## src/rtl/bounded_deque_with_sorted_insert_macros.svh

```systemverilog
// Assertion macros for the bounded deque with sorted insert.
// Used by the top level; expects clk and rst_n in scope where expanded.
`ifndef BOUNDED_DEQUE_WITH_SORTED_INSERT_MACROS_SVH
`define BOUNDED_DEQUE_WITH_SORTED_INSERT_MACROS_SVH

// Check a condition at every clock edge out of reset
`define BDQ_ASSERT_ALWAYS(lbl, cond, msg) \
    lbl: assert property (@(posedge clk) disable iff (!rst_n) (cond)) else $error(msg);

// Check a consequence in the same cycle as its trigger
`define BDQ_ASSERT_IMPLY(lbl, ante, cons, msg) \
    lbl: assert property (@(posedge clk) disable iff (!rst_n) (ante) |-> (cons)) \
        else $error(msg);

// Check a consequence in the cycle after its trigger
`define BDQ_ASSERT_NEXT(lbl, ante, cons, msg) \
    lbl: assert property (@(posedge clk) disable iff (!rst_n) (ante) |=> (cons)) \
        else $error(msg);

`endif

```

## src/rtl/bdq_pkg.sv

```systemverilog
// Shared types and constants for the bounded deque with sorted insert.
// No dependencies; imported by the top level and the testbench.
package bdq_pkg;

    localparam int BDQ_DEPTH_DEF      = 16;
    localparam int BDQ_DATA_WIDTH_DEF = 32;

    localparam int CMD_W    = 3;
    localparam int STATUS_W = 2;

    typedef logic [CMD_W-1:0]    cmd_t;
    typedef logic [STATUS_W-1:0] status_t;

    // Command codes
    localparam cmd_t CMD_PUSH_FRONT = 3'd0;
    localparam cmd_t CMD_PUSH_BACK  = 3'd1;
    localparam cmd_t CMD_POP_FRONT  = 3'd2;
    localparam cmd_t CMD_POP_BACK   = 3'd3;
    localparam cmd_t CMD_SORTED     = 3'd4;

    // Result status codes
    localparam status_t ST_DONE  = 2'd0;
    localparam status_t ST_EMPTY = 2'd1;
    localparam status_t ST_FULL  = 2'd2;

    // Sequencer states
    typedef enum logic [2:0] {
        S_IDLE,
        S_ALLOC,
        S_WALK,
        S_LINK,
        S_POP,
        S_FINISH
    } state_t;

endpackage

```

## src/rtl/bdq_ram.sv

```systemverilog
// Generic single-write, single-read RAM with registered read data.
// No dependencies; used for every store of the deque.
module bdq_ram #(
    parameter int WIDTH = 32,
    parameter int DEPTH = 16,
    localparam int AW   = (DEPTH > 1) ? $clog2(DEPTH) : 1
) (
    input  logic             clk,
    input  logic             we,
    input  logic [AW-1:0]    waddr,
    input  logic [WIDTH-1:0] wdata,
    input  logic [AW-1:0]    raddr,
    output logic [WIDTH-1:0] rdata
);

    logic [WIDTH-1:0] mem [DEPTH];

    // Write port
    always_ff @(posedge clk)
    begin
        if (we)
        begin
            mem[waddr] <= wdata;
        end
    end

    // Registered read port
    always_ff @(posedge clk)
    begin
        rdata <= mem[raddr];
    end

endmodule

```

## src/rtl/bdq_cmp.sv

```systemverilog
// Shared signed less-than comparator used on every step of the ordered walk.
// No dependencies.
module bdq_cmp #(
    parameter int WIDTH = 32
) (
    input  logic signed [WIDTH-1:0] a,
    input  logic signed [WIDTH-1:0] b,
    output logic                    lt
);

    // Signed less-than
    assign lt = (a < b);

endmodule

```

## src/rtl/bounded_deque_with_sorted_insert.sv

```systemverilog
// Sequence: a push or pop passes S_ALLOC or S_POP, then S_FINISH; a rejected or unknown
// command goes straight to S_FINISH. A sorted insert into a non-empty list walks from the
// front in S_WALK after S_ALLOC and, when it lands between two entries, links in S_LINK.
// Flow: a new command is taken only in S_IDLE, after the last result is registered; a held
// result stalls the sequencer in its last state. The insert walk reads the value and link
// RAMs one entry per cycle through a single shared comparator.
// Reset: control state cleared asynchronously; list stores are not cleared (no sweep).
// Depends on bdq_pkg, bdq_ram, bdq_cmp and the assertion macro header.
`include "bounded_deque_with_sorted_insert_macros.svh"

module bounded_deque_with_sorted_insert
    import bdq_pkg::*;
#(
    parameter int DEPTH      = BDQ_DEPTH_DEF,
    parameter int DATA_WIDTH = BDQ_DATA_WIDTH_DEF,
    localparam int AW        = (DEPTH > 1) ? $clog2(DEPTH) : 1,
    localparam int CW        = $clog2(DEPTH + 1),
    localparam int IN_W      = ((CMD_W + DATA_WIDTH + 7) / 8) * 8,
    localparam int OUT_W     = ((STATUS_W + DATA_WIDTH + CW + 7) / 8) * 8
) (
    input  logic             clk,
    input  logic             rst_n,
    input  logic             s_tvalid,
    output logic             s_tready,
    input  logic [IN_W-1:0]  s_tdata,   // cmd, value, zero pad
    output logic             m_tvalid,
    input  logic             m_tready,
    output logic [OUT_W-1:0] m_tdata    // status, removed_value, count, zero pad
);

    localparam logic [CW-1:0] DEPTH_C = CW'(DEPTH);

    // Sequencer and list registers
    state_t                 state_reg, state_next;
    cmd_t                   cmd_reg, cmd_next;
    logic [DATA_WIDTH-1:0]  value_reg, value_next;
    logic [AW-1:0]          slot_reg, slot_next;
    logic [AW-1:0]          cur_reg, cur_next;
    logic [AW-1:0]          before_reg, before_next;
    logic                   have_before_reg, have_before_next;
    logic [CW-1:0]          steps_reg, steps_next;
    logic [AW-1:0]          head_reg, head_next;
    logic [AW-1:0]          tail_reg, tail_next;
    logic [CW-1:0]          count_reg, count_next;
    logic [CW-1:0]          fresh_reg, fresh_next;
    logic [CW-1:0]          fstk_reg, fstk_next;
    logic                   use_stack_reg, use_stack_next;
    status_t                res_status_reg, res_status_next;
    logic [DATA_WIDTH-1:0]  res_removed_reg, res_removed_next;
    logic                   m_tvalid_reg, m_tvalid_next;
    logic [OUT_W-1:0]       m_tdata_reg, m_tdata_next;

    // RAM ports
    logic                  val_we, nxt_we, prv_we, free_we;
    logic [AW-1:0]         val_waddr, nxt_waddr, prv_waddr, free_waddr;
    logic [DATA_WIDTH-1:0] val_wdata;
    logic [AW-1:0]         nxt_wdata, prv_wdata, free_wdata;
    logic [AW-1:0]         val_raddr, nxt_raddr, prv_raddr, free_raddr;
    logic [DATA_WIDTH-1:0] val_rdata;
    logic [AW-1:0]         nxt_rdata, prv_rdata, free_rdata;

    // Helpers
    cmd_t                  in_cmd;
    logic [DATA_WIDTH-1:0] in_value;
    logic                  in_xfer;
    logic                  lt;
    logic [AW-1:0]         slot_w;
    logic [AW-1:0]         pop_slot;
    logic [CW-1:0]         fstk_dec;
    logic [CW-1:0]         steps_inc;

    assign in_cmd    = s_tdata[CMD_W-1:0];
    assign in_value  = s_tdata[CMD_W +: DATA_WIDTH];
    assign s_tready  = (state_reg == S_IDLE);
    assign in_xfer   = s_tvalid && s_tready;
    assign m_tvalid  = m_tvalid_reg;
    assign m_tdata   = m_tdata_reg;
    assign slot_w    = use_stack_reg ? free_rdata : slot_reg;
    assign pop_slot  = (in_cmd == CMD_POP_FRONT) ? head_reg : tail_reg;
    assign fstk_dec  = fstk_reg - 1'b1;
    assign steps_inc = steps_reg + 1'b1;

    // Stores
    bdq_ram #(.WIDTH(DATA_WIDTH), .DEPTH(DEPTH)) u_val_ram (
        .clk(clk), .we(val_we), .waddr(val_waddr), .wdata(val_wdata),
        .raddr(val_raddr), .rdata(val_rdata)
    );

    bdq_ram #(.WIDTH(AW), .DEPTH(DEPTH)) u_nxt_ram (
        .clk(clk), .we(nxt_we), .waddr(nxt_waddr), .wdata(nxt_wdata),
        .raddr(nxt_raddr), .rdata(nxt_rdata)
    );

    bdq_ram #(.WIDTH(AW), .DEPTH(DEPTH)) u_prv_ram (
        .clk(clk), .we(prv_we), .waddr(prv_waddr), .wdata(prv_wdata),
        .raddr(prv_raddr), .rdata(prv_rdata)
    );

    bdq_ram #(.WIDTH(AW), .DEPTH(DEPTH)) u_free_ram (
        .clk(clk), .we(free_we), .waddr(free_waddr), .wdata(free_wdata),
        .raddr(free_raddr), .rdata(free_rdata)
    );

    // Shared comparator for the ordered walk
    bdq_cmp #(.WIDTH(DATA_WIDTH)) u_cmp (
        .a (val_rdata),
        .b (value_reg),
        .lt(lt)
    );

    // Control registers
    always_ff @(posedge clk or negedge rst_n)
    begin
        if (!rst_n)
        begin
            state_reg     <= S_IDLE;
            head_reg      <= '0;
            tail_reg      <= '0;
            count_reg     <= '0;
            fresh_reg     <= '0;
            fstk_reg      <= '0;
            m_tvalid_reg  <= 1'b0;
        end
        else
        begin
            state_reg     <= state_next;
            head_reg      <= head_next;
            tail_reg      <= tail_next;
            count_reg     <= count_next;
            fresh_reg     <= fresh_next;
            fstk_reg      <= fstk_next;
            m_tvalid_reg  <= m_tvalid_next;
        end
    end

    // Payload registers
    always_ff @(posedge clk)
    begin
        cmd_reg         <= cmd_next;
        value_reg       <= value_next;
        slot_reg        <= slot_next;
        cur_reg         <= cur_next;
        before_reg      <= before_next;
        have_before_reg <= have_before_next;
        steps_reg       <= steps_next;
        use_stack_reg   <= use_stack_next;
        res_status_reg  <= res_status_next;
        res_removed_reg <= res_removed_next;
        m_tdata_reg     <= m_tdata_next;
    end

    // Sequencer: next state, list updates and RAM accesses
    always_comb
    begin
        state_next       = state_reg;
        cmd_next         = cmd_reg;
        value_next       = value_reg;
        slot_next        = slot_reg;
        cur_next         = cur_reg;
        before_next      = before_reg;
        have_before_next = have_before_reg;
        steps_next       = steps_reg;
        head_next        = head_reg;
        tail_next        = tail_reg;
        count_next       = count_reg;
        fresh_next       = fresh_reg;
        fstk_next        = fstk_reg;
        use_stack_next   = use_stack_reg;
        res_status_next  = res_status_reg;
        res_removed_next = res_removed_reg;
        m_tdata_next     = m_tdata_reg;
        m_tvalid_next    = m_tvalid_reg && !m_tready;

        val_we     = 1'b0;
        val_waddr  = '0;
        val_wdata  = '0;
        val_raddr  = '0;
        nxt_we     = 1'b0;
        nxt_waddr  = '0;
        nxt_wdata  = '0;
        nxt_raddr  = '0;
        prv_we     = 1'b0;
        prv_waddr  = '0;
        prv_wdata  = '0;
        prv_raddr  = '0;
        free_we    = 1'b0;
        free_waddr = '0;
        free_wdata = '0;
        free_raddr = '0;

        case (state_reg)
            S_IDLE:
            begin
                if (in_xfer)
                begin
                    cmd_next         = in_cmd;
                    value_next       = in_value;
                    res_status_next  = ST_DONE;
                    res_removed_next = '0;
                    state_next       = S_FINISH;
                    if (in_cmd inside {CMD_PUSH_FRONT, CMD_PUSH_BACK, CMD_SORTED})
                    begin
                        if (count_reg == DEPTH_C)
                        begin
                            res_status_next = ST_FULL;
                        end
                        else if (fstk_reg != '0)
                        begin
                            // Reuse a freed slot from the stack
                            free_raddr     = fstk_dec[AW-1:0];
                            fstk_next      = fstk_dec;
                            use_stack_next = 1'b1;
                            state_next     = S_ALLOC;
                        end
                        else
                        begin
                            // Take a never-used slot
                            slot_next      = fresh_reg[AW-1:0];
                            fresh_next     = fresh_reg + 1'b1;
                            use_stack_next = 1'b0;
                            state_next     = S_ALLOC;
                        end
                    end
                    else if (in_cmd inside {CMD_POP_FRONT, CMD_POP_BACK})
                    begin
                        if (count_reg == '0)
                        begin
                            res_status_next = ST_EMPTY;
                        end
                        else
                        begin
                            slot_next  = pop_slot;
                            val_raddr  = pop_slot;
                            nxt_raddr  = pop_slot;
                            prv_raddr  = pop_slot;
                            state_next = S_POP;
                        end
                    end
                end
            end

            S_ALLOC:
            begin
                slot_next  = slot_w;
                val_we     = 1'b1;
                val_waddr  = slot_w;
                val_wdata  = value_reg;
                state_next = S_FINISH;
                case (cmd_reg)
                    CMD_PUSH_FRONT:
                    begin
                        if (count_reg == '0)
                        begin
                            tail_next = slot_w;
                        end
                        else
                        begin
                            nxt_we    = 1'b1;
                            nxt_waddr = slot_w;
                            nxt_wdata = head_reg;
                            prv_we    = 1'b1;
                            prv_waddr = head_reg;
                            prv_wdata = slot_w;
                        end
                        head_next  = slot_w;
                        count_next = count_reg + 1'b1;
                    end

                    CMD_PUSH_BACK:
                    begin
                        if (count_reg == '0)
                        begin
                            head_next = slot_w;
                        end
                        else
                        begin
                            prv_we    = 1'b1;
                            prv_waddr = slot_w;
                            prv_wdata = tail_reg;
                            nxt_we    = 1'b1;
                            nxt_waddr = tail_reg;
                            nxt_wdata = slot_w;
                        end
                        tail_next  = slot_w;
                        count_next = count_reg + 1'b1;
                    end

                    CMD_SORTED:
                    begin
                        if (count_reg == '0)
                        begin
                            head_next  = slot_w;
                            tail_next  = slot_w;
                            count_next = count_reg + 1'b1;
                        end
                        else
                        begin
                            // Start the walk at the front
                            val_raddr        = head_reg;
                            nxt_raddr        = head_reg;
                            cur_next         = head_reg;
                            steps_next       = '0;
                            have_before_next = 1'b0;
                            state_next       = S_WALK;
                        end
                    end

                    default:
                    begin
                        state_next = S_FINISH;
                    end
                endcase
            end

            S_WALK:
            begin
                if (lt)
                begin
                    before_next      = cur_reg;
                    have_before_next = 1'b1;
                    if (steps_inc == count_reg)
                    begin
                        // Ran off the back: append
                        prv_we     = 1'b1;
                        prv_waddr  = slot_reg;
                        prv_wdata  = tail_reg;
                        nxt_we     = 1'b1;
                        nxt_waddr  = tail_reg;
                        nxt_wdata  = slot_reg;
                        tail_next  = slot_reg;
                        count_next = count_reg + 1'b1;
                        state_next = S_FINISH;
                    end
                    else
                    begin
                        // Advance to the next entry
                        cur_next   = nxt_rdata;
                        val_raddr  = nxt_rdata;
                        nxt_raddr  = nxt_rdata;
                        steps_next = steps_inc;
                    end
                end
                else if (!have_before_reg)
                begin
                    // Smallest so far: link at the front
                    nxt_we     = 1'b1;
                    nxt_waddr  = slot_reg;
                    nxt_wdata  = head_reg;
                    prv_we     = 1'b1;
                    prv_waddr  = head_reg;
                    prv_wdata  = slot_reg;
                    head_next  = slot_reg;
                    count_next = count_reg + 1'b1;
                    state_next = S_FINISH;
                end
                else
                begin
                    // Link the new slot between before and cur
                    prv_we     = 1'b1;
                    prv_waddr  = slot_reg;
                    prv_wdata  = before_reg;
                    nxt_we     = 1'b1;
                    nxt_waddr  = slot_reg;
                    nxt_wdata  = cur_reg;
                    state_next = S_LINK;
                end
            end

            S_LINK:
            begin
                nxt_we     = 1'b1;
                nxt_waddr  = before_reg;
                nxt_wdata  = slot_reg;
                prv_we     = 1'b1;
                prv_waddr  = cur_reg;
                prv_wdata  = slot_reg;
                count_next = count_reg + 1'b1;
                state_next = S_FINISH;
            end

            S_POP:
            begin
                res_removed_next = val_rdata;
                if (cmd_reg == CMD_POP_FRONT)
                begin
                    head_next = nxt_rdata;
                end
                else
                begin
                    tail_next = prv_rdata;
                end
                count_next = count_reg - 1'b1;
                if (count_reg == CW'(1))
                begin
                    head_next = '0;
                    tail_next = '0;
                end
                // Return the slot to the free stack
                free_we    = 1'b1;
                free_waddr = fstk_reg[AW-1:0];
                free_wdata = slot_reg;
                fstk_next  = fstk_reg + 1'b1;
                state_next = S_FINISH;
            end

            S_FINISH:
            begin
                // Hold until the output register is free
                if (!m_tvalid_reg || m_tready)
                begin
                    m_tvalid_next = 1'b1;
                    m_tdata_next  = OUT_W'({count_reg, res_removed_reg, res_status_reg});
                    state_next    = S_IDLE;
                end
            end

            default:
            begin
                state_next = S_IDLE;
            end
        endcase
    end

    // Checks
    `BDQ_ASSERT_ALWAYS(a_count_bound, count_reg <= DEPTH_C, "entry count exceeds depth")
    `BDQ_ASSERT_IMPLY(a_slot_books, state_reg == S_IDLE, (count_reg + fstk_reg) == fresh_reg, "slot accounting mismatch")
    `BDQ_ASSERT_IMPLY(a_walk_range, state_reg == S_WALK, steps_reg < count_reg, "walk past list end")
    `BDQ_ASSERT_NEXT(a_busy_after_xfer, in_xfer, state_reg != S_IDLE, "idle right after transaction")

endmodule

```

## config.mk

```make
export PLATFORM = sky130hd
export DESIGN_NAME = bounded_deque_with_sorted_insert
export DESIGN_NICKNAME = d
export VERILOG_FILES = /design/src/rtl/bdq_pkg.sv /design/src/rtl/bdq_ram.sv /design/src/rtl/bdq_cmp.sv /design/src/rtl/bounded_deque_with_sorted_insert.sv
export VERILOG_INCLUDE_DIRS = /design/src /design/src/rtl
export SDC_FILE = /design/constraint.sdc
export NUM_CORES = 1
export LEC_CHECK = 0
export BUFFER_PORTS_ARGS = -buffer_cell sky130_fd_sc_hd__buf_4
export CAP_MARGIN = 10
export CORE_MARGIN = 8
export CORE_UTILIZATION = 45
export CTS_CLUSTER_DIAMETER = 60
export CTS_CLUSTER_SIZE = 8
export DETAILED_ROUTE_END_ITERATION = 16
export PLACE_DENSITY = 0.62
export SYNTH_ARGS = -nofsm -noshare
export SYNTH_HDL_FRONTEND = slang
export SYNTH_SLANG_ARGS = --single-unit
export TNS_END_PERCENT = 1
```

## constraint.sdc

```tcl
create_clock -name clk -period 4.3 [get_ports clk]
set_input_delay 0.43 -clock clk [delete_from_list [all_inputs] [get_ports clk]]
set_output_delay 0.43 -clock clk [all_outputs]
set_load 0.01 [all_outputs]
```

### Word-level counts from Yosys, hierarchy flattened

Memories as Yosys holds them, arrays and structs flattened. A register that Yosys moved wholly into a read port is not among the register bits.
Index checks and enable logic that the tools add are counted.

| storage, ports and cells | value |
|---|---|
| register bits after elaboration | 154 |
| bits in writable memories | 704 |
| bits of input ports | 44 |
| word-level logic and storage cells | 224 |
| memories | 4 |

| operators by class | value |
|---|---|
| add/sub/neg operators | 6 |
| $lt $le $gt $ge | 1 |
| eq/ne operators | 41 |
| multiplexer cells | 117 |
| bitwise operators | 2 |
| reduce and logical (&&, ||, !) cells | 35 |

Memory list:

| name | words | bits a word | rd ports | clocked after Yosys merged registers in | write ports | line | text |
|---|---|---|---|---|---|---|---|
| u_val_ram.mem | 16 | 32 | 1 | 1 | 1 | bdq_ram.sv:16 | `logic [WIDTH-1:0] mem [DEPTH];` |
| u_free_ram.mem | 16 | 4 | 1 | 1 | 1 | bdq_ram.sv:16 |  |
| u_nxt_ram.mem | 16 | 4 | 1 | 1 | 1 | bdq_ram.sv:16 |  |
| u_prv_ram.mem | 16 | 4 | 1 | 1 | 1 | bdq_ram.sv:16 |  |

Operator list:

| kind | count |
|---|---|
| 4-bit 2-to-1 mux | 49 |
| 4-bit one-hot mux with 3 select lines | 7 |
| 32-bit 2-to-1 mux | 2 |
| 32-bit one-hot mux with 2 select lines | 1 |
| 5-bit 2-to-1 mux | 12 |
| 4-bit one-hot mux with 2 select lines | 6 |
| 3-bit inequality test (second input constant) | 11 |
| 32-bit < comparator | 1 |
| 5-bit one-hot mux with 2 select lines | 3 |
| 3-bit 2-to-1 mux | 9 |
| 1-bit 2-to-1 mux | 22 |
| 5-bit by 1-bit adder with 5-bit output (second input constant) | 4 |
| 5-bit one-hot mux with 4 select lines | 1 |
| 5-bit AND reduction | 4 |
| 2-bit inequality test (second input constant) | 9 |
| 6-bit AND reduction | 3 |
| 3-bit by 2-bit equality test with 1-bit output (second input constant) | 5 |
| 3-bit one-hot mux with 5 select lines | 1 |
| 3-bit equality test (second input constant) | 4 |
| 5-bit by 1-bit subtractor with 5-bit output (second input constant) | 2 |
| 3-bit by 1-bit equality test with 1-bit output (second input constant) | 3 |
| 3-bit logical NOT | 3 |
| 2-bit AND reduction | 4 |
| 4-bit AND reduction | 2 |
| other kinds (20) | 34 |

### Longest topological paths before layout

Gate-level depths: netlist (run 1).

| logic depth | value |
|---|---|
| depth after elaboration | 7 |
| mapped depth | 16 |

### Modules after synthesis

A second synthesis (run 1) with hierarchy kept.

| second synthesis, totals | value |
|---|---|
| cells, all modules | 1933 |
| area total of the unflattened synthesis | 35840.6 um^2 |

By module, submodules not included:

| module | instances | cells an instance | area each (um^2) | sequential area each (um^2) |
|---|---|---|---|---|
| bdq_ram at u_val_ram | 1 | 838 | 19835.3 | 16015.4 |
| bdq_ram at u_free_ram ... | 3 | 130 | 2666.3 | 2001.9 |
| bounded_deque_with_sorted_insert | 1 | 597 | 7216.9 | 4464.3 |
| bdq_cmp | 1 | 108 | 789.5 | 0.0 |

### Least setup slack after synthesis (run 1)

Ideal clock, no wire load.

| path | value |
|---|---|
| path kind | register -> register |
| start point | register state_reg[1] |
| end point | register u_val_ram.rdata[15], read port of u_val_ram.mem |
| data arrival time | 3.686 ns |
| data required time | 4.180 ns |
| slack | 0.495 ns |
| cell stages (with the launch flop) | 15 |
| path through | dfrtp_1 clkbuf_1 nor3_1 nand2_1 inv_1 nand2_1 nor2_2 a21oi_1 and3_1 buf_2 buf_2 nand2_1 nand3_1 a22o_1 a211o_1 |

| between the ends | value |
|---|---|
| word-level cells in the longest chain between the ends | 4 |
| elaborated cells between the ends (all ways) | 6 |
| those cells by class | 2 x eq/ne; 2 x mux; 2 x reduce/logical |

Ends and longest elaborated chain:

| element | line | text |
|---|---|---|
| start: declaration | bounded_deque_with_sorted_insert.sv:34 | `state_t state_reg, state_next;` |
| start signal: assignment | bounded_deque_with_sorted_insert.sv:126 | `state_reg <= state_next;` |
| 3-bit logical NOT (*) | bounded_deque_with_sorted_insert.sv:74 | `assign s_tready = (state_reg == S_IDLE);` |
| via s_tready | bounded_deque_with_sorted_insert.sv:24 | `output logic s_tready,` |
| 1-bit logical AND | bounded_deque_with_sorted_insert.sv:75 | `assign in_xfer = s_tvalid && s_tready;` |
| 4-bit 2-to-1 mux | bounded_deque_with_sorted_insert.sv:194 | `if (in_xfer)` |
| 4-bit one-hot mux with 3 select lines (*) | bounded_deque_with_sorted_insert.sv:191 | `case (state_reg)` |
| end: declaration | bdq_ram.sv:13 | `output logic [WIDTH-1:0] rdata` |

Mark *: on every way through the listed nets, which the timed path passes. The rest lies on a longest branch.
A chain may end at the register's enable or synchronous reset.

### Worst setup path in the final report (run 1)

| path | value |
|---|---|
| start point | register value_reg[19] |
| end point | memory u_prv_ram.mem[4][1] in the netlist's numbering, enable pin |

| between the ends | value |
|---|---|
| word-level cells in the longest chain between the ends | 5 |
| elaborated cells between the ends (all ways) | 7 |
| those cells by class | 1 x order compare; 6 x mux |

Ends and longest elaborated chain:

| element | line | text |
|---|---|---|
| start: declaration | bounded_deque_with_sorted_insert.sv:36 | `logic [DATA_WIDTH-1:0] value_reg, value_next;` |
| start signal: assignment | bounded_deque_with_sorted_insert.sv:140 | `value_reg <= value_next;` |
| 32-bit < comparator (*) | bdq_cmp.sv:12 | `assign lt = (a < b);` |
| 1-bit 2-to-1 mux | bounded_deque_with_sorted_insert.sv:317 | `if (lt)` |
| 1-bit one-hot mux with 3 select lines | bounded_deque_with_sorted_insert.sv:191 |  |
| 1-bit 2-to-1 mux | bdq_ram.sv:21 | `if (we)` |
| 1-bit 2-to-1 mux (implied by the code) | bdq_ram.sv:23 | `mem[waddr] <= wdata;` |
| end: declaration | bdq_ram.sv:16 |  |

Every way passes the cells marked *; elsewhere a longest branch is shown, timed or not.

==> results.py, run 1 <==
metrics = {
    "cells_and_area": {
        "largest-register": "u_val_ram.mem",
        "syn2layout_area_growth_pct": 20.1,
        "layout.nets": 2994,
        "final_util_pct": 54.6,
        "largest_reg_flops": 512,
        "drive_above_1_share_pct": 15.5,
        "mostFrequentLayoutCells": "edfxtp_1, nand2_1, buf_4, mux2i_1, clkbuf_16",
        "final_common_cell": "edfxtp_1",
        "final_cell_area_um2": 44000,
        "fillerInstances": 6485,
        "finalNonFillerCells": 4071,
    },
    "sta": {
        "worst_pin_slew_ps": 1180,
        "slew_viol_final": 0,
        "rsz0062_at_grt": "no",
        "tns_ps": 0,
        "layout_min_cycle_time_ps": 4100,
        "relSlewSlack_pct": 21.1,
        "final-setup-viol-count": 0,
        "skew_ps": 24.4,
        "report.final.hold_viol_count": 0,
        "fmax_mhz": 244,
        "fin_crit_sh_pct": 95.3,
    },
    "synthesis": {
        "yosysTopAreaCell": "edfxtp_1",
        "yosys_warnings": 0,
        "yosys-top-cells-area": "edfxtp_1, nand2_1, mux2i_1",
        "synth_edf_count": 831,
        "postSynthCellCount": 2633,
        "ys_async_sr_fraction_pct": 2.89,
        "syn_area_um2": 36600,
        "syn_area_per_cell_um2": 13.9,
        "synth.distinct_cells": 70,
        "seq_area_frac_synth_pct": 72.3,
        "ys_ff_latch": 901,
        "synth.top_cell.area_share_pct": 68.1,
        "syn-num-nets": 2716,
        "ys.flop_type": "edfxtp_1",
    },
    "clocking": {
        "clock_sinks": 901,
        "cts-htree-levels": 4,
        "cts_buffers": 132,
        "path_clk_slew_ps": 50,
        "clkLatencyLatePin_ps": 700,
        "cts_tree": "built",
        "cts_buffer_depth": 3,
        "clockRootBuffer": "clkbuf_16",
    },
    "placed_design": {
        "dp.cells": 3800,
        "gp_congestion": 0.879,
        "port_buffers": 79,
        "hpwlAfterDp_um": 57100,
        "placed_cell_area_um2": 39700,
    },
    "drt": {
        "drt_iter0_drc": 2103,
        "drt-total-wl_um": 93300,
        "drc": 0,
        "dr.pass1.iters": 5,
        "wl_per_cell_um": 22.9,
        "antenna_left": 0,
        "via_count": 22900,
        "vias_per_cell": 5.63,
    },
    "floorplanning": {
        "core-area_um2": 80500,
        "initial_utilization_pct": 45.5,
        "die_w_um": 301,
        "die_h_um": 301,
        "dieArea_um2": 90800,
        "rows": 104,
        "io_pins": 86,
    },
    "pwr": {
        "power_density_nw_per_um2": 626,
        "vdd_drop_max_mv": 0.441,
        "p_leak_nw": 16.2,
    },
    "global_routing": {
        "grt_start_max_net_pins": 45,
        "antenna_found_initial": 0,
        "grt_pass1_wl_um": 140000,
        "grt_usage_pct": 20.3,
        "grt.overflow.total": 0,
        "grt_pass1_vias": 23400,
    },
    "worst_hold_path": {
        "hold_path.class": "in -> reg",
    },
    "worst_setup_path": {
        "cp.required_ps": 4710,
        "critPathMaxFanout": 7,
        "end_kind": "flip-flop",
        "arrival_ps": 4510,
        "path_class": "reg -> reg",
        "crit_path_start_kind": "flip-flop",
    },
    "run_status": {
        "status": "completed",
    },
    "flow_run": {
        "drv_cap": 0,
    },
}
==> worst max-delay path, stage by stage (launching register included) <==
cell	delay, ps
edfxtp_1	350
inv_1	80
ha_1	250
a21oi_1	150
o21ai_0	180
buf_4	180
a2111oi_2	470
o31ai_2	190
nor3_1	330
or2_1	230
buf_4	200
nor2_1	100
o221a_2	310
or3_1	420
nor2_1	190
buf_4	160
==> final timing paths <==
check | start | end | slack (ps) | cells past startpoint
worst max-delay path | value_reg[19] | u_prv_ram.mem[4][1] | 200 | 15
worst min-delay path | s_tvalid | state_reg[2] | 180 | 3
worst max register to register | value_reg[19] | u_prv_ram.mem[4][1] | 200 | 15
worst min register to register | res_removed_reg[22] | m_tdata[24] | 410 | 0
max in group asynchronous | rst_n | state_reg[2] | 3780 | 2
min in group asynchronous | rst_n | head_reg[2] | 210 | 2
==> logic make-up (layout without fill, tap and decap cells) <==
family,Yosys count,count (layout),share of synthesized area (%)
other cells,1,2,0.0102
flops,901,901,72.3
compound gates,386,386,7.42
xor+xnor,26,26,0.622
simple gates,891,891,10.5
fa+ha+maj,40,40,1.36
mux,185,185,5.20
buf+inv,203,580,2.59
==> metrics by stage <==
stage	hold WS (ps)	power, mW	worst slack (ps)
detailed placement	381	18.1	-140
global placement	381	17.8	-202
CTS	143	27.7	30.9
finish	181	27.6	200
global route	195	28.7	0.843
floorplan	134	15.4	495
==> what timing repair did <==
| item | in CTS | in global routing |
|---|---|---|
| setup endpoints to repair | 114 | 164 |
| endpoints found under the hold margin | 62 | 0 |
| resized for setup | 3 | 9 |
| cloned | 0 | 0 |
| setup buffers | 0 | 0 |
| hold buffers | 37 | 0 |
| pin swaps | 0 | 1 |
==> cells in the mapped netlist (all sizes together) (45+ instances only) <==
cell    number
nand3      113
and3        45
buf         64
o21ai       99
clkbuf      87
mux2i      178
edfxtp     831
nand2      484
inv         52
nor2       154
a21oi       77
==> area by class of cell <==
class / instances / area [µm²] / area share (%)
flip-flops and latches: 901 / 26500 / 60.2
well taps: 1060 / 1330 / 3.01
multi-input cells: 1529 / 9430 / 21.4
diodes: 1 / 2.50 / 0.00569
clock inverters: 12 / 175 / 0.398
inverters: 52 / 195 / 0.444
clock buffers: 221 / 3730 / 8.48
repair buffers: 295 / 2650 / 6.02
==> power breakdown <==
group	switching, mW	internal [mW]	total (mW)
Combinational	3.96	1.87	5.83
Sequential	0.634	11.5	12.1
Clock	3.65	5.95	9.60
Total	8.24	19.3	27.6
==> routing by layer <==
layer	vias up	wire length, µm	GRT usage, %
li1	10400	-	-
met1	11500	38600	25.9
met2	851	46600	34.7
met3	176	5490	3.63
met4	0	2560	7.08
met5	-	0	0
Note: power is estimated with default switching activity, not from simulation.
==> run 2: changes to the inputs <==
--- a/config.mk
+++ b/config.mk
@@ -13,7 +13,7 @@
 export CTS_CLUSTER_DIAMETER = 60
 export CTS_CLUSTER_SIZE = 8
 export DETAILED_ROUTE_END_ITERATION = 16
-export PLACE_DENSITY = 0.62
+export PLACE_DENSITY_LB_ADDON = 0.15
 export SYNTH_ARGS = -nofsm -noshare
 export SYNTH_HDL_FRONTEND = slang
 export SYNTH_SLANG_ARGS = --single-unit
==> results.py, run 2 (synthesis results as in run 1) <==
metrics = {
    "floorplanning": {
        "die_w_um": 301,
        "core-area_um2": 80500,
        "die_h_um": 301,
        "rows": 104,
        "io_pins": 86,
        "dieArea_um2": 90800,
        "initial_utilization_pct": 45.5,
    },
    "placed_design": {
        "placed_cell_area_um2": 40000,
        "dp.cells": 3812,
        "hpwlAfterDp_um": 58900,
        "gp_congestion": 0.868,
        "dp_slack_ps": -120,
        "port_buffers": 79,
    },
    "drt": {
        "drt-met1-wl_um": 39100,
        "via_count": 22600,
        "drc": 0,
        "wl_met3_um": 5610,
        "wl_per_cell_um": 23.2,
        "vias_per_cell": 5.52,
        "dr.pass1.iters": 7,
        "antenna_left": 0,
        "drt_iter0_drc": 1857,
        "highest_layer": "met4",
        "wl_met2_um": 47000,
        "drt-total-wl_um": 94800,
    },
    "worst_setup_path": {
        "cp_cell_sequence": "inv_1 > ha_1 > nand4_1 > nor3_2 > a32oi_1 > a2111oi_4 > o21a_1 > buf_4 > nor3b_1 > buf_4 > a21oi_1 > o21ai_0 > buf_4 > or3_1 > nor2_1",
        "timing.critical_path.mode_cell": "buf_4",
        "path_buf_inv": 4,
        "arrival_ps": 4470,
        "critPathMaxFanout": 7,
        "max_stage_delay_ps": 500,
        "critPathTopFamily": "compound AO/OA/AOI/OAI gates",
        "reg2reg_depth": 15,
        "cp.required_ps": 4680,
        "crit_path_start_kind": "flip-flop",
        "cp_num_cells": 15,
        "path_class": "reg -> reg",
        "slowest_stage": "a2111oi_4",
        "end_kind": "flip-flop",
    },
    "pwr": {
        "switching_power_mw": 8.30,
        "swShare_pct": 29.7,
        "p_seq_share_pct": 43.3,
        "power_frac_clock_pct": 35.2,
        "combinationalPowerShare_pct": 21.5,
        "p_int_mw": 19.6,
        "p_leak_nw": 16.4,
        "power_density_nw_per_um2": 629,
        "vdd_drop_max_mv": 0.437,
    },
    "sta": {
        "rsz0062_at_grt": "no",
        "report.final.hold_viol_count": 0,
        "worst_pin_slew_ps": 1130,
        "setup_ws_ps": 202,
        "relSlewSlack_pct": 24.4,
        "fin_crit_sh_pct": 95.3,
        "slew_viol_final": 0,
        "fmax_mhz": 244,
        "final-setup-viol-count": 0,
        "hold_ws_ps": 162,
        "layout_min_cycle_time_ps": 4100,
        "skew_ps": 22.5,
        "tns_ps": 0,
    },
    "cells_and_area": {
        "mostFrequentLayoutCells": "edfxtp_1, nand2_1, buf_4, mux2i_1, clkbuf_16",
        "largest-register": "u_val_ram.mem",
        "largest_reg_flops": 512,
        "syn2layout_area_growth_pct": 21.3,
        "diodes": 0,
        "finalNonFillerCells": 4085,
        "layout.nets": 3007,
        "final_cell_area_um2": 44400,
        "drive_above_1_share_pct": 16.1,
        "final_common_cell": "edfxtp_1",
    },
    "global_routing": {
        "grt_pass1_vias": 23200,
        "grt_pass1_wl_um": 142000,
        "grt_start_max_net_pins": 60,
        "grt.overflow.total": 0,
        "grt_usage_pct": 20.7,
        "antenna_found_initial": 0,
    },
    "flow_run": {
        "drv_cap": 0,
    },
    "clocking": {
        "cts_tree": "built",
        "cts_buffers": 133,
        "cts_setup_buffers": 0,
        "cts-htree-levels": 4,
        "cts_buffer_depth": 3,
        "clockRootBuffer": "clkbuf_16",
        "clkLatencyLatePin_ps": 710,
        "path_clk_slew_ps": 50,
        "clock_sinks": 901,
    },
    "run_status": {
        "status": "completed",
    },
    "worst_hold_path": {
        "holdPathStages": 3,
        "hold_path.class": "in -> reg",
    },
}
## run 2: what timing repair did
| action | CTS | global route |
|---|---|---|
| gates cloned | 0 | 0 |
| setup endpoints to repair | 105 | 163 |
| hold buffers | 37 | 0 |
| hold endpoints to repair | 62 | 0 |
| pin swaps | 0 | 1 |
| gates resized for setup | 4 | 12 |
## run 2: routing by layer
| metal | up-vias | GRT usage (%) |
|---|---|---|
| met5 | - | 0 |
| met1 | 11200 | 26.3 |
| li1 | 10500 | - |
| met2 | 715 | 35.1 |
| met3 | 181 | 4.19 |
| met4 | 0 | 7.58 |
## run 2: cell type report
class,instances,area [µm²]
fillers,6490,36100
flip-flops and latches,901,26500
clock inverters,12,189
clock buffers,224,3840
repair buffers,307,2950
multi-input cells,1529,9440
inverters,52,195
well taps,1060,1330
## run 2: worst register-to-register path, stage by stage, from the launching register on
cell and delay, ps:
edfxtp_1 330, inv_1 50, ha_1 330, nand4_1 200, nor3_2 260, a32oi_1 240, a2111oi_4 500, o21a_1 180
buf_4 110, nor3b_1 40, buf_4 170, a21oi_1 290, o21ai_0 170, buf_4 180, or3_1 430, nor2_1 300
## run 2: worst paths after layout
path,start,to,slack [ps]
setup reg to reg,value_reg[15],u_prv_ram.mem[0][2],200
max in group asynchronous,rst_n,state_reg[2],3780
hold reg to reg,res_removed_reg[20],m_tdata[22],410
hold / removal,s_tvalid,state_reg[0],160
setup / recovery,value_reg[15],u_prv_ram.mem[0][2],200
min in group asynchronous,rst_n,fstk_reg[0],190
## run 2: metrics by stage
step | power [mW] | util [%]
after floorplan | 15.4 | -
after global placement | 18.0 | 49.6
after detailed placement | 18.2 | 49.6
after CTS | 28.1 | 55.1
after global routing | 29.1 | 55.2
final | 27.9 | 55.2
## run 2: power groups by stage
| stage | registers (mW) | clock network (mW) | logic (mW) |
|---|---|---|---|
| 2_1_floorplan | 12.0 | 0 | 3.39 |
| 3_3_place_gp | 12.2 | 0 | 5.80 |
| 3_5_place_dp | 12.2 | 0 | 5.95 |
| 4_1_cts | 12.1 | 10.0 | 6.01 |
| 5_1_grt | 12.2 | 10.4 | 6.54 |
| 6_report | 12.1 | 9.83 | 6.00 |
==> run 3: changes to the inputs <==
--- a/config.mk
+++ b/config.mk
@@ -8,6 +8,7 @@
 export LEC_CHECK = 0
 export BUFFER_PORTS_ARGS = -buffer_cell sky130_fd_sc_hd__buf_4
 export CAP_MARGIN = 10
+export CORE_ASPECT_RATIO = 0.9
 export CORE_MARGIN = 8
 export CORE_UTILIZATION = 45
 export CTS_CLUSTER_DIAMETER = 60
==> results.py, run 3 (synthesis results as in run 1) <==
metrics = {
    "clocking": {
        "cts_tree": "built",
        "clkLatencyLatePin_ps": 700,
        "cts_setup_buffers": 0,
        "clock_sinks": 901,
        "cts_buffers": 131,
        "cts-htree-levels": 4,
        "path_clk_slew_ps": 50,
        "cts_buffer_depth": 3,
        "clockRootBuffer": "clkbuf_16",
    },
    "global_routing": {
        "grt_usage_pct": 21.0,
        "grt_start_max_net_pins": 66,
        "grt_pass1_vias": 23600,
        "grt.overflow.total": 0,
        "grt_pass1_wl_um": 144000,
        "antenna_found_initial": 1,
    },
    "sta": {
        "layout_min_cycle_time_ps": 4190,
        "slew_viol_final": 0,
        "fin_crit_sh_pct": 97.5,
        "hold_ws_ps": 146,
        "final-setup-viol-count": 0,
        "fmax_mhz": 238,
        "worst_pin_slew_ps": 1070,
        "report.final.hold_viol_count": 0,
        "relSlewSlack_pct": 28.5,
        "rsz0062_at_grt": "yes",
        "skew_ps": 24.6,
    },
    "placed_design": {
        "gp_congestion": 0.836,
        "port_buffers": 79,
        "hpwlAfterDp_um": 59000,
    },
    "worst_setup_path": {
        "crit_path_start_kind": "flip-flop",
        "max_stage_delay_ps": 490,
        "critPathMaxFanout": 16,
        "arrival_ps": 4600,
        "path_class": "reg -> reg",
        "timing.critical_path.mode_cell": "buf_4",
        "cp_cell_sequence": "inv_1 > ha_1 > nand4_1 > nor3_4 > buf_4 > a21oi_1 > a2111oi_4 > nor3_2 > or2_1 > buf_12 > a21oi_2 > o21ai_0 > buf_4 > or3_1 > nor2_1 > buf_4",
        "end_kind": "flip-flop",
        "slowest_stage": "a2111oi_4",
        "cp.required_ps": 4710,
    },
    "pwr": {
        "p_leak_nw": 16.5,
        "vdd_drop_max_mv": 0.414,
        "power_density_nw_per_um2": 625,
    },
    "drt": {
        "drt_iter0_drc": 2187,
        "antenna_left": 0,
        "vias_per_cell": 5.64,
        "via_count": 23200,
        "wl_per_cell_um": 23.2,
        "drc": 0,
        "dr.pass1.iters": 5,
        "drt-total-wl_um": 95500,
    },
    "cells_and_area": {
        "diodes": 0,
        "layout.nets": 3035,
        "largest_reg_flops": 512,
        "final_util_pct": 55.2,
        "largest-register": "u_val_ram.mem",
        "drive_above_1_share_pct": 16.8,
        "syn2layout_area_growth_pct": 21.8,
        "fillerInstances": 6584,
        "final_common_cell": "edfxtp_1",
        "mostFrequentLayoutCells": "edfxtp_1, nand2_1, buf_4, mux2i_1, clkbuf_16",
    },
    "floorplanning": {
        "die_h_um": 287,
        "rows": 99,
        "io_pins": 86,
        "die_w_um": 317,
        "dieArea_um2": 90800,
        "core-area_um2": 80900,
        "initial_utilization_pct": 45.3,
    },
    "run_status": {
        "status": "completed",
    },
    "worst_hold_path": {
        "hold_path.class": "in -> reg",
    },
    "flow_run": {
        "drv_cap": 0,
    },
}
run 3: changes by cell type in the layout (fill, tap and decap cells not counted), moves of 3 or more:
cell	before	now
buf_12	44	48
clkinv_8	3	6
clkbuf_16	140	132
buf_4	225	251
clkbuf_1	82	79
run 3: critical path, delay by kind of cell (launching register included):
family / cells / cell delay [ps]
AO/OA/AOI/OAI: 4 / 1040
adder cells (fa/ha/maj): 1 / 350
buffers and inverters: 5 / 710
flip-flops: 1 / 320
AND/OR/NAND/NOR: 6 / 1470
run 3: path summary, 6_finish.rpt:
check                      slack, ps  cells after the start                start             endpoint
setup reg to reg                 110                     16        value_reg[15]  u_prv_ram.mem[4][1]
min in group asynchronous        210                      2                rst_n         fresh_reg[2]
hold / removal                   150                      3             s_tvalid         state_reg[2]
setup / recovery                 110                     16        value_reg[15]  u_prv_ram.mem[4][1]
hold reg to reg                  420                      0  res_removed_reg[18]          m_tdata[20]
max in group asynchronous       3790                      2                rst_n         state_reg[2]
run 3: layout make-up:
| type | instances | area, µm² | area share [%] |
|---|---|---|---|
| sequential | 901 | 26500 | 59.4 |
| clock inverter | 17 | 297 | 0.665 |
| tap | 1060 | 1330 | 2.97 |
| timing repair buffer | 337 | 3240 | 7.27 |
| multi-input combinational | 1529 | 9470 | 21.2 |
| clock buffer | 211 | 3600 | 8.07 |
| inverter | 52 | 195 | 0.437 |
run 3: power by group:
group	total [mW]	internal (mW)	switching, mW
sequential	12.1	11.5	0.567
combinational	6.26	2.08	4.18
clock	9.57	5.86	3.71
run 3: through the flow:
step                power (mW)  area [µm²]  setup slack [ps]  TNS [ps]  std cells
finish                    27.9       44600               107         0       4107
global route              29.1       44600              3.65         0       4107
CTS                       28.0       44600              5.28         0       4107
detailed placement        18.4       40300              -157     -7660       3842
global placement          18.2       40300             -82.3     -2640       3842
floorplan                 15.4       36600               495         0       2633
run 3: routing by layer:
layer	vias up	wire, µm	global-route usage [%]
met1	11600	43000	30.1
met2	831	43000	32.0
li1	10500	-	-
met4	0	2650	7.29
met3	185	6850	3.88
met5	-	0	0
run 3: what timing repair did:
action,in CTS,in global routing
pin swaps,2,1
gates resized for setup,10,10
hold endpoints to repair,62,0
hold buffers,37,0
setup endpoints to repair,118,155
